<file path="config.mk">
export PLATFORM = sky130hd
export DESIGN_NAME = zero_run_length_decoder_core
export DESIGN_NICKNAME = d
export VERILOG_FILES = /design/src/rtl/core/zrld_pkg.sv /design/src/rtl/core/zrld_front.sv /design/src/rtl/core/zrld_queue.sv /design/src/rtl/core/zrld_back.sv /design/src/rtl/core/zero_run_length_decoder_core.sv
export SDC_FILE = /design/constraint.sdc
export NUM_CORES = 1
export LEC_CHECK = 0
export BUFFER_PORTS_ARGS = -buffer_cell sky130_fd_sc_hd__buf_2
export CORE_ASPECT_RATIO = 1.25
export CORE_MARGIN = 1
export CORE_UTILIZATION = 50
export CTS_CLUSTER_SIZE = 28
export DETAILED_ROUTE_END_ITERATION = 16
export GPL_ROUTABILITY_DRIVEN = 0
export GPL_TIMING_DRIVEN = 0
export PLACE_DENSITY = 0.64
export SETUP_SLACK_MARGIN = 0.4
export SYNTH_ARGS = -nofsm -noshare
export SYNTH_HDL_FRONTEND = slang
export SYNTH_SLANG_ARGS = --single-unit
</file>
<file path="constraint.sdc">
create_clock -name clk -period 10.9 [get_ports clk]
set_clock_uncertainty 0.1 [all_clocks]
set_input_delay 2.18 -clock clk [delete_from_list [all_inputs] [get_ports clk]]
set_output_delay 2.18 -clock clk [all_outputs]
set_load 0.02 [all_outputs]
</file>
<file path="src/rtl/core/zrld_pkg.sv">
// Shared types and constants of the zero run-length decoder.
// Used by the front end, the command queue, the back end and the top level.
// No dependencies.
package zrld_pkg;

    // Width of the run accumulator (holds the run length plus one, built from the bijective digits taken in).
    localparam int COUNT_WIDTH = 32;
    // Width used to compare a raw run length against the remaining bytes.
    localparam int CMP_WIDTH = (COUNT_WIDTH > 32) ? COUNT_WIDTH : 32;

    localparam int BYTE_WIDTH = 8;
    localparam int LEN_WIDTH = 32;
    localparam int CFG_DATA_WIDTH = 32;
    localparam int CFG_INDEX_WIDTH = 2;

    // Configuration register indexes.
    localparam logic [CFG_INDEX_WIDTH-1:0] REG_CODING_MODE = 2'd0;
    localparam logic [CFG_INDEX_WIDTH-1:0] REG_BORDER_SYMBOL = 2'd1;
    localparam logic [CFG_INDEX_WIDTH-1:0] REG_OUTPUT_SIZE = 2'd2;

    // Coding modes.
    localparam logic MODE_COUNT_BYTE = 1'b0;
    localparam logic MODE_BIJECTIVE = 1'b1;

    // Result kinds.
    localparam logic KIND_LITERAL = 1'b0;
    localparam logic KIND_RUN = 1'b1;

    // Command queue between front and back end.
    localparam int QUEUE_DEPTH = 4;
    localparam int QUEUE_PTR_WIDTH = $clog2(QUEUE_DEPTH);
    localparam int QUEUE_CNT_WIDTH = $clog2(QUEUE_DEPTH + 1);

    // One decoded input byte: an optional clipped zero run followed by an
    // optional literal. Each part carries its own full flag.
    typedef struct packed {
        logic                  has_run;
        logic [LEN_WIDTH-1:0]  run_len;
        logic                  run_full;
        logic                  has_lit;
        logic [BYTE_WIDTH-1:0] lit_val;
        logic                  lit_full;
    } zrld_cmd_t;

    typedef struct packed {
        logic empty;
        logic full;
    } zrld_q_status_t;

endpackage

</file>
<file path="src/rtl/core/zrld_front.sv">
// Front end of the zero run-length decoder: configuration registers, byte
// classification, run accumulation and output size clipping.
// Depends on zrld_pkg.
module zrld_front (
    input  logic                                    clk,
    input  logic                                    rst_n,
    input  logic                                    cfg_write,
    input  logic [zrld_pkg::CFG_INDEX_WIDTH-1:0]    cfg_index,
    input  logic [zrld_pkg::CFG_DATA_WIDTH-1:0]     cfg_data,
    input  logic                                    in_valid,
    output logic                                    in_ready,
    input  logic [zrld_pkg::BYTE_WIDTH-1:0]         code_byte,
    input  logic                                    end_of_stream,
    input  zrld_pkg::zrld_q_status_t                q_status,
    output logic                                    push,
    output zrld_pkg::zrld_cmd_t                     push_cmd
);
    import zrld_pkg::*;

    logic                  mode_reg;
    logic [BYTE_WIDTH-1:0] border_reg;
    logic [LEN_WIDTH-1:0]  produced_reg;
    logic [LEN_WIDTH-1:0]  produced_next;
    logic [LEN_WIDTH-1:0]  remain_reg;
    logic [LEN_WIDTH-1:0]  remain_next;
    logic                  run_open_reg;
    logic                  run_open_next;
    logic [COUNT_WIDTH-1:0] acc_reg;
    logic [COUNT_WIDTH-1:0] acc_next;
    logic                  await_reg;
    logic                  await_next;

    logic                   accept;
    logic                   active;
    logic                   is_digit;
    logic [COUNT_WIDTH-1:0] acc_grown;
    logic [COUNT_WIDTH-1:0] acc_sel;
    logic [COUNT_WIDTH-1:0] run_raw;
    logic                   has_run_raw;
    logic                   has_lit_raw;
    logic [BYTE_WIDTH-1:0]  lit_val;
    logic [CMP_WIDTH-1:0]   run_ext;
    logic                   run_ge;
    logic [LEN_WIDTH-1:0]   run_clip;
    logic                   run_emit;
    logic                   lit_emit;
    logic [LEN_WIDTH-1:0]   run_taken;
    logic [LEN_WIDTH-1:0]   remain_after_run;
    logic [LEN_WIDTH-1:0]   size_minus_produced;

    assign in_ready = !q_status.full;
    assign accept   = in_valid && in_ready;
    // Nothing is done once the configured size has been produced.
    assign active   = accept && (remain_reg != '0);
    assign is_digit = (code_byte[BYTE_WIDTH-1:1] == '0);

    // Next accumulator value for a bijective digit; it sticks at all ones.
    always_comb
    begin
        if (!run_open_reg)
        begin
            acc_grown = COUNT_WIDTH'({1'b1, code_byte[0]});
        end
        else if (acc_reg[COUNT_WIDTH-1])
        begin
            acc_grown = '1;
        end
        else
        begin
            acc_grown = {acc_reg[COUNT_WIDTH-2:0], code_byte[0]};
        end
    end

    assign acc_sel = is_digit ? acc_grown : acc_reg;
    assign lit_val = (code_byte <= border_reg) ? (code_byte - BYTE_WIDTH'(1)) : code_byte;

    // Classification of the byte into a raw run and a raw literal.
    always_comb
    begin
        has_run_raw = 1'b0;
        has_lit_raw = 1'b0;
        run_raw     = acc_sel - COUNT_WIDTH'(1);
        if (mode_reg == MODE_COUNT_BYTE)
        begin
            if (await_reg)
            begin
                has_run_raw = 1'b1;
                run_raw     = COUNT_WIDTH'(code_byte);
            end
            else
            begin
                has_lit_raw = 1'b1;
            end
        end
        else
        begin
            if (is_digit)
            begin
                has_run_raw = end_of_stream;
            end
            else
            begin
                has_run_raw = run_open_reg;
                has_lit_raw = 1'b1;
            end
        end
    end

    // Clipping against the bytes that remain.
    assign run_ext          = CMP_WIDTH'(run_raw);
    assign run_ge           = (run_ext >= CMP_WIDTH'(remain_reg));
    assign run_clip         = run_ge ? remain_reg : run_ext[LEN_WIDTH-1:0];
    assign run_emit         = has_run_raw && (run_raw != '0);
    assign lit_emit         = has_lit_raw && !(has_run_raw && run_ge);
    assign run_taken        = run_emit ? run_clip : '0;
    assign remain_after_run = remain_reg - run_taken;

    assign push = active && (run_emit || lit_emit);

    always_comb
    begin
        push_cmd.has_run  = run_emit;
        push_cmd.run_len  = run_clip;
        push_cmd.run_full = run_ge;
        push_cmd.has_lit  = lit_emit;
        push_cmd.lit_val  = (mode_reg == MODE_COUNT_BYTE) ? code_byte : lit_val;
        push_cmd.lit_full = (remain_after_run == LEN_WIDTH'(1));
    end

    assign size_minus_produced = cfg_data - produced_reg;

    // Decoder state update. A new output size only changes the remaining
    // count, measured from what has been produced so far.
    always_comb
    begin
        run_open_next = run_open_reg;
        acc_next      = acc_reg;
        await_next    = await_reg;
        remain_next   = remain_reg;
        produced_next = produced_reg;
        if (active)
        begin
            remain_next   = remain_after_run - LEN_WIDTH'(lit_emit);
            produced_next = produced_reg + run_taken + LEN_WIDTH'(lit_emit);
            if (mode_reg == MODE_COUNT_BYTE)
            begin
                await_next = !await_reg && (code_byte == '0);
            end
            else if (is_digit)
            begin
                run_open_next = 1'b1;
                acc_next      = acc_grown;
            end
            else
            begin
                run_open_next = 1'b0;
                acc_next      = '0;
            end
            if (end_of_stream)
            begin
                run_open_next = 1'b0;
                acc_next      = '0;
                await_next    = 1'b0;
            end
        end
        if (cfg_write && (cfg_index == REG_OUTPUT_SIZE))
        begin
            remain_next = (cfg_data > produced_reg) ? size_minus_produced : '0;
        end
    end

    always_ff @(posedge clk or negedge rst_n)
    begin
        if (!rst_n)
        begin
            mode_reg     <= MODE_COUNT_BYTE;
            border_reg   <= '0;
            produced_reg <= '0;
            remain_reg   <= '0;
            run_open_reg <= 1'b0;
            acc_reg      <= '0;
            await_reg    <= 1'b0;
        end
        else
        begin
            run_open_reg <= run_open_next;
            acc_reg      <= acc_next;
            await_reg    <= await_next;
            produced_reg <= produced_next;
            remain_reg   <= remain_next;
            if (cfg_write)
            begin
                unique case (cfg_index)
                    REG_CODING_MODE:
                    begin
                        mode_reg <= cfg_data[0];
                    end
                    REG_BORDER_SYMBOL:
                    begin
                        border_reg <= cfg_data[BYTE_WIDTH-1:0];
                    end
                    default:
                    begin
                    end
                endcase
            end
        end
    end

endmodule

</file>
<file path="src/rtl/core/zrld_queue.sv">
// Small command queue that decouples the decoder front end from the back end.
// Depends on zrld_pkg.
module zrld_queue (
    input  logic                       clk,
    input  logic                       rst_n,
    input  logic                       push,
    input  zrld_pkg::zrld_cmd_t        push_cmd,
    input  logic                       pop,
    output zrld_pkg::zrld_cmd_t        head_cmd,
    output zrld_pkg::zrld_q_status_t   status
);
    import zrld_pkg::*;

    zrld_cmd_t                  entry_reg [QUEUE_DEPTH];
    logic [QUEUE_PTR_WIDTH-1:0] wr_ptr_reg;
    logic [QUEUE_PTR_WIDTH-1:0] rd_ptr_reg;
    logic [QUEUE_CNT_WIDTH-1:0] count_reg;
    logic                       do_push;
    logic                       do_pop;

    assign status.empty = (count_reg == '0);
    assign status.full  = (count_reg == QUEUE_CNT_WIDTH'(QUEUE_DEPTH));
    assign do_push      = push && !status.full;
    assign do_pop       = pop && !status.empty;
    assign head_cmd     = entry_reg[rd_ptr_reg];

    always_ff @(posedge clk)
    begin
        if (do_push)
        begin
            entry_reg[wr_ptr_reg] <= push_cmd;
        end
    end

    always_ff @(posedge clk or negedge rst_n)
    begin
        if (!rst_n)
        begin
            wr_ptr_reg <= '0;
            rd_ptr_reg <= '0;
            count_reg  <= '0;
        end
        else
        begin
            if (do_push)
            begin
                wr_ptr_reg <= wr_ptr_reg + QUEUE_PTR_WIDTH'(1);
            end
            if (do_pop)
            begin
                rd_ptr_reg <= rd_ptr_reg + QUEUE_PTR_WIDTH'(1);
            end
            count_reg <= count_reg + QUEUE_CNT_WIDTH'(do_push) - QUEUE_CNT_WIDTH'(do_pop);
        end
    end

endmodule

</file>
<file path="src/rtl/core/zrld_back.sv">
// Back end of the zero run-length decoder: splits each command into one or
// two results and holds them in the output register. Depends on zrld_pkg.
module zrld_back (
    input  logic                                clk,
    input  logic                                rst_n,
    input  zrld_pkg::zrld_cmd_t                 head_cmd,
    input  zrld_pkg::zrld_q_status_t            q_status,
    output logic                                pop,
    output logic                                out_valid,
    input  logic                                out_ready,
    output logic                                item_kind,
    output logic [zrld_pkg::BYTE_WIDTH-1:0]     literal_value,
    output logic [zrld_pkg::LEN_WIDTH-1:0]      run_length,
    output logic                                last_of_item,
    output logic                                output_full
);
    import zrld_pkg::*;

    logic                  out_valid_reg;
    logic                  out_valid_next;
    logic                  kind_reg;
    logic                  kind_next;
    logic [BYTE_WIDTH-1:0] value_reg;
    logic [BYTE_WIDTH-1:0] value_next;
    logic [LEN_WIDTH-1:0]  len_reg;
    logic [LEN_WIDTH-1:0]  len_next;
    logic                  last_reg;
    logic                  last_next;
    logic                  full_reg;
    logic                  full_next;
    logic                  second_reg;
    logic                  second_next;

    logic load;
    logic two_part;
    logic send_run;

    assign load     = !out_valid_reg || out_ready;
    assign two_part = head_cmd.has_run && head_cmd.has_lit;
    // The run goes first; the literal of a two-part command follows it.
    assign send_run = head_cmd.has_run && !second_reg;

    always_comb
    begin
        out_valid_next = out_valid_reg && !out_ready;
        kind_next      = kind_reg;
        value_next     = value_reg;
        len_next       = len_reg;
        last_next      = last_reg;
        full_next      = full_reg;
        second_next    = second_reg;
        pop            = 1'b0;
        if (load && !q_status.empty)
        begin
            out_valid_next = 1'b1;
            if (send_run)
            begin
                kind_next  = KIND_RUN;
                value_next = '0;
                len_next   = head_cmd.run_len;
                full_next  = head_cmd.run_full;
                last_next  = !two_part;
            end
            else
            begin
                kind_next  = KIND_LITERAL;
                value_next = head_cmd.lit_val;
                len_next   = LEN_WIDTH'(1);
                full_next  = head_cmd.lit_full;
                last_next  = 1'b1;
            end
            pop         = !(send_run && two_part);
            second_next = send_run && two_part;
        end
    end

    always_ff @(posedge clk or negedge rst_n)
    begin
        if (!rst_n)
        begin
            out_valid_reg <= 1'b0;
            second_reg    <= 1'b0;
        end
        else
        begin
            out_valid_reg <= out_valid_next;
            second_reg    <= second_next;
        end
    end

    always_ff @(posedge clk)
    begin
        kind_reg  <= kind_next;
        value_reg <= value_next;
        len_reg   <= len_next;
        last_reg  <= last_next;
        full_reg  <= full_next;
    end

    assign out_valid     = out_valid_reg;
    assign item_kind     = kind_reg;
    assign literal_value = value_reg;
    assign run_length    = len_reg;
    assign last_of_item  = last_reg;
    assign output_full   = full_reg;

endmodule

</file>
<file path="src/rtl/core/zero_run_length_decoder_core.sv">
// Top level of the zero run-length decoder core.
// Instantiates zrld_front, zrld_queue and zrld_back; depends on zrld_pkg.
//
//  Channel   Direction  Handshake              Payload
//  --------  ---------  ---------------------  -----------------------------------------
//  cfg       in         cfg_write (no wait)    cfg_index, cfg_data
//  in        in         in_valid / in_ready    code_byte, end_of_stream
//  out       out        out_valid / out_ready  item_kind, literal_value, run_length,
//                                              last_of_item, output_full
//
// The front end takes one input transaction per cycle while the queue is not full and decodes it
// in that cycle into a command of at most two results, which enters a four-entry queue. The back
// end sends one result per cycle while out_ready is high, so a byte that closes a run and is also
// a literal holds the back end for both of its results; the queue absorbs this.
// Reset is asynchronous and active low and needs no clearing pass.
// in_ready drops only while the queue is full; out_ready stalls only the back end.
module zero_run_length_decoder_core (
    input  logic                                    clk,
    input  logic                                    rst_n,
    input  logic                                    cfg_write,
    input  logic [zrld_pkg::CFG_INDEX_WIDTH-1:0]    cfg_index,
    input  logic [zrld_pkg::CFG_DATA_WIDTH-1:0]     cfg_data,
    input  logic                                    in_valid,
    output logic                                    in_ready,
    input  logic [zrld_pkg::BYTE_WIDTH-1:0]         code_byte,
    input  logic                                    end_of_stream,
    output logic                                    out_valid,
    input  logic                                    out_ready,
    output logic                                    item_kind,
    output logic [zrld_pkg::BYTE_WIDTH-1:0]         literal_value,
    output logic [zrld_pkg::LEN_WIDTH-1:0]          run_length,
    output logic                                    last_of_item,
    output logic                                    output_full
);
    import zrld_pkg::*;

    zrld_q_status_t q_status;
    zrld_cmd_t      push_cmd;
    zrld_cmd_t      head_cmd;
    logic           push;
    logic           pop;

    // The front end owns the registers, the decoding state and the count of
    // produced bytes, so clipping is settled before a command is queued.
    zrld_front u_front (
        .clk           (clk),
        .rst_n         (rst_n),
        .cfg_write     (cfg_write),
        .cfg_index     (cfg_index),
        .cfg_data      (cfg_data),
        .in_valid      (in_valid),
        .in_ready      (in_ready),
        .code_byte     (code_byte),
        .end_of_stream (end_of_stream),
        .q_status      (q_status),
        .push          (push),
        .push_cmd      (push_cmd)
    );

    zrld_queue u_queue (
        .clk      (clk),
        .rst_n    (rst_n),
        .push     (push),
        .push_cmd (push_cmd),
        .pop      (pop),
        .head_cmd (head_cmd),
        .status   (q_status)
    );

    // The back end turns each command into its results, run first.
    zrld_back u_back (
        .clk           (clk),
        .rst_n         (rst_n),
        .head_cmd      (head_cmd),
        .q_status      (q_status),
        .pop           (pop),
        .out_valid     (out_valid),
        .out_ready     (out_ready),
        .item_kind     (item_kind),
        .literal_value (literal_value),
        .run_length    (run_length),
        .last_of_item  (last_of_item),
        .output_full   (output_full)
    );

`ifndef SYNTHESIS
    // Every queued command carries at least one result.
    assert property (@(posedge clk) disable iff (!rst_n)
        push |-> (push_cmd.has_run || push_cmd.has_lit))
        else $error("empty command queued");

    // A result that is not the last of its transaction is always a run.
    assert property (@(posedge clk) disable iff (!rst_n)
        (out_valid && !last_of_item) |-> (item_kind == KIND_RUN))
        else $error("non-final result is not a run");

    // A run sent as the first of two results is followed by its literal.
    assert property (@(posedge clk) disable iff (!rst_n)
        (out_valid && out_ready && !last_of_item) |=>
            (out_valid && (item_kind == KIND_LITERAL) && last_of_item))
        else $error("literal missing after split run");

    // Clipping never lets a result of zero bytes through.
    assert property (@(posedge clk) disable iff (!rst_n)
        out_valid |-> (run_length != '0))
        else $error("zero length result");
`endif

endmodule
</file>
==> flow_metrics.env <==
export IMPL_htree_levels=2
export IMPL_dr_pass1_iters=9
export IMPL_power_density_mw_per_mm2=265.0
export IMPL_start_util_pct=51.02
export IMPL_largest_reg_flops=176
export IMPL_n_antenna_cell=0
export IMPL_hold_buffers=0
export IMPL_slowest_delay_ns=0.45
export IMPL_stdcell_area_mm2=0.02641
export IMPL_clk_latency_ns=0.55
export IMPL_fin_crit_sh_pct=97.71
export IMPL_netlist_area_leader_share_pct=29.70
export IMPL_status="completed"
export IMPL_min_path_type="reg2reg"
export IMPL_syn_area_mm2=0.02214
export IMPL_path_clk_slew_ns=0.06
export IMPL_dieArea_mm2=0.04513
export IMPL_period_needed_ns=10.65
export IMPL_fin_tns_setup_ns=0
export IMPL_rrSetupSlack_ns=0.39
export IMPL_yosys_top_cells_count="edfxtp_1, nand2_1, o21ai_0"
export IMPL_cts_sinks=335
export IMPL_track_usage_pct=30.12
export IMPL_final_hold_viol_count=0
export IMPL_cts_buffer_depth=3
export IMPL_avgSynthCellArea_um2=9.796
export IMPL_via_count=19100
export IMPL_synth_cell_types=84
export IMPL_ys_seq_elements=335
export IMPL_cts_tree="yes"
export IMPL_crit_end="u_queue.entry_reg[1][0]"
export IMPL_slew_viol_final=0
export IMPL_wl_um=68600
export IMPL_synth_area_leader_cell="edfxtp_1"
export IMPL_synth_flop_cell="edfxtp_1"
export IMPL_crit_slowest_cell="a311o_2"
export IMPL_reg2reg_to="u_queue.entry_reg[1][0]"
export IMPL_routedWlPerCell_um=22.40
export IMPL_core_mm2=0.04339
export IMPL_ys_warn_count=0
export IMPL_end_kind="register"
export IMPL_dpl_hpwl_um=50410
export IMPL_worst_slew_pin_slew_ns=1.102
export IMPL_grt_overflow_total=0
export IMPL_drtAntennaViolNets=0
export IMPL_drv_cap=0
export IMPL_drt_iter0_drc=1698
export IMPL_crit_type="in2reg"
export IMPL_cp_max_fo=10
export IMPL_row_count=85
export IMPL_fillerInstances=3663
export IMPL_pre_cts_slack_ns=-2.375
export IMPL_fp_dieH_um=237.3
export IMPL_crit_start="code_byte[1]"
export IMPL_post_dp_cell_area_mm2=0.02366
export IMPL_total_power_mw=7.000
export IMPL_crit_family="compound AO/OA/AOI/OAI gates"
export IMPL_critPathLaunchType="input port"
export IMPL_slew_headroom_pct=25.89
export IMPL_num_nets_final=2667
export IMPL_cts_root_buffer="clkbuf_16"
export IMPL_grt_pass1_wl_um=104300
export IMPL_setup_viol_count_final=0
export IMPL_synth_area_top_cells="edfxtp_1, dfrtp_1, ha_1, mux4_2, o21ai_0"
export IMPL_required_ns=11.12
export IMPL_area_growth_pct=19.31
export IMPL_synth_most_common_cell="edfxtp_1"
export IMPL_synth_edf_count=219
export IMPL_port_buffers=92
export IMPL_drive_above_1_share_pct=19.90
export IMPL_fmax_mhz=93.90
export IMPL_antenna_found_initial=0
export IMPL_reg2reg_from="u_front.acc_reg[31]"
export IMPL_die_w_um=190.2
export IMPL_vias_per_cell=6.238
export IMPL_synth_seq_area_share_pct=42.82
export IMPL_grt_pass1_vias=18521
export IMPL_synthesis_nets=2456
export IMPL_crit_top_cell="clkbuf_16"
export IMPL_drc=0
export IMPL_async_reset_ff_share_pct=34.63
export IMPL_grt_start_max_net_pins=73
export IMPL_syn_inst=2260
export IMPL_worst_path_buf_inv=11
export IMPL_path_depth=43
export IMPL_grt_setup_unrepaired="yes"
export IMPL_reg2regPathDepth=43
export IMPL_cts_buffers=36
export IMPL_ir_drop_mv=0.1867
export IMPL_p_leak_nw=10.71
export IMPL_arrival_ns=10.87
export IMPL_ioPinCount=93
export IMPL_fin_ws_ns=0.2500
[report_power, final]
part           internal [mW]  switching, mW  leakage, nW
registers               1.93          0.193         3.50
clock network          0.650          0.526        0.548
logic                   1.52           2.18         6.67
total                   4.10           2.90         10.7
[logic make-up after synthesis]
group / Yosys count / synth area share, %
buffers and inverters: 264 / 4.583
xor gates and xnor gates: 129 / 5.103
adders and majority gates: 148 / 8.534
muxes: 64 / 5.431
AOI/OAI and AO/OA: 625 / 17.78
and+or+nand+nor: 695 / 15.75
DFF: 335 / 42.82
[layout by cell type, fill, tap and decap left out, types with 19 or more instances in the layout]
master	netlist	layout
mux4_2	44	44
and2_1	24	19
inv_1	163	162
nand2b_1	25	24
xor2_1	52	52
o21ai_0	196	165
nor2b_1	45	43
nor3_1	61	55
a21o_1	61	61
clkbuf_1	82	66
dfrtp_1	116	116
nand2_1	217	202
xnor2_1	77	71
buf_2	6	93
ha_1	143	129
edfxtp_1	219	219
nand4_1	27	27
nor4_1	26	22
clkbuf_16	0	40
a21oi_1	154	136
buf_4	0	72
nor2_1	135	129
nand3_1	38	38
[routing by layer]
layer	global-route usage [%]	part of all wire [%]	vias up
met5	0	0	-
met2	50.18	48	899
met3	5.049	7.6	244
li1	-	-	8771
met4	15.44	5.6	0
met1	37.56	39	9186
[timing repair]
action | in CTS | in global routing
setup buffers | 45 | 29
endpoints found under the hold margin | 0 | 0
pin swaps | 41 | 61
gates resized for setup | 135 | 123
endpoints found under the setup margin | 123 | 34
cloned | 1 | 0
[through the flow]
| step | utilization (%) | hold slack (ns) | std cells |
|---|---|---|---|
| 3_3_place_gp | 54.16 | 0.3723 | 2917 |
| 3_5_place_dp | 54.52 | 0.3789 | 2923 |
| 4_1_cts | 59.26 | 0.3914 | 3033 |
| 2_1_floorplan | - | 0.3538 | 2260 |
| 6_report | 60.87 | 0.3878 | 3062 |
| 5_1_grt | 60.87 | 0.4181 | 3062 |
[cell type report]
type                       instances  area [um^2]  share of cell area, %
multi-input combinational       1661        12710                  48.11
sequential                       335         9479                  35.89
timing repair buffer             173         1229                  4.652
clock buffer                      44        980.9                  3.714
tap                              565        706.9                  2.676
inverter                         165        620.6                  2.349
buffer                            99        546.8                  2.070
clock inverter                    20        142.6                 0.5400
[worst reg2reg max path, delay by kind of cell (launching register included)]
family,cells,cell delay (ns)
compound gates,18,3.51
xor+xnor,1,0.19
fa+ha+maj,3,0.77
buf+inv,11,2.95
flops,1,0.61
simple gates,10,2.20
[how the worst min path moves through the flow]
stage	from	to	slack, ns	cells past startpoint
global route	u_front.border_reg[5]	u_front.border_reg[5]	0.42	1
detailed placement	u_front.border_reg[0]	u_front.border_reg[0]	0.38	2
floorplan	u_front.border_reg[0]	u_front.border_reg[0]	0.35	2
global placement	u_front.border_reg[0]	u_front.border_reg[0]	0.37	2
finish	u_front.border_reg[0]	u_front.border_reg[0]	0.39	2
CTS	u_front.border_reg[0]	u_front.border_reg[0]	0.39	2
Power figures use the tool's default switching activity.
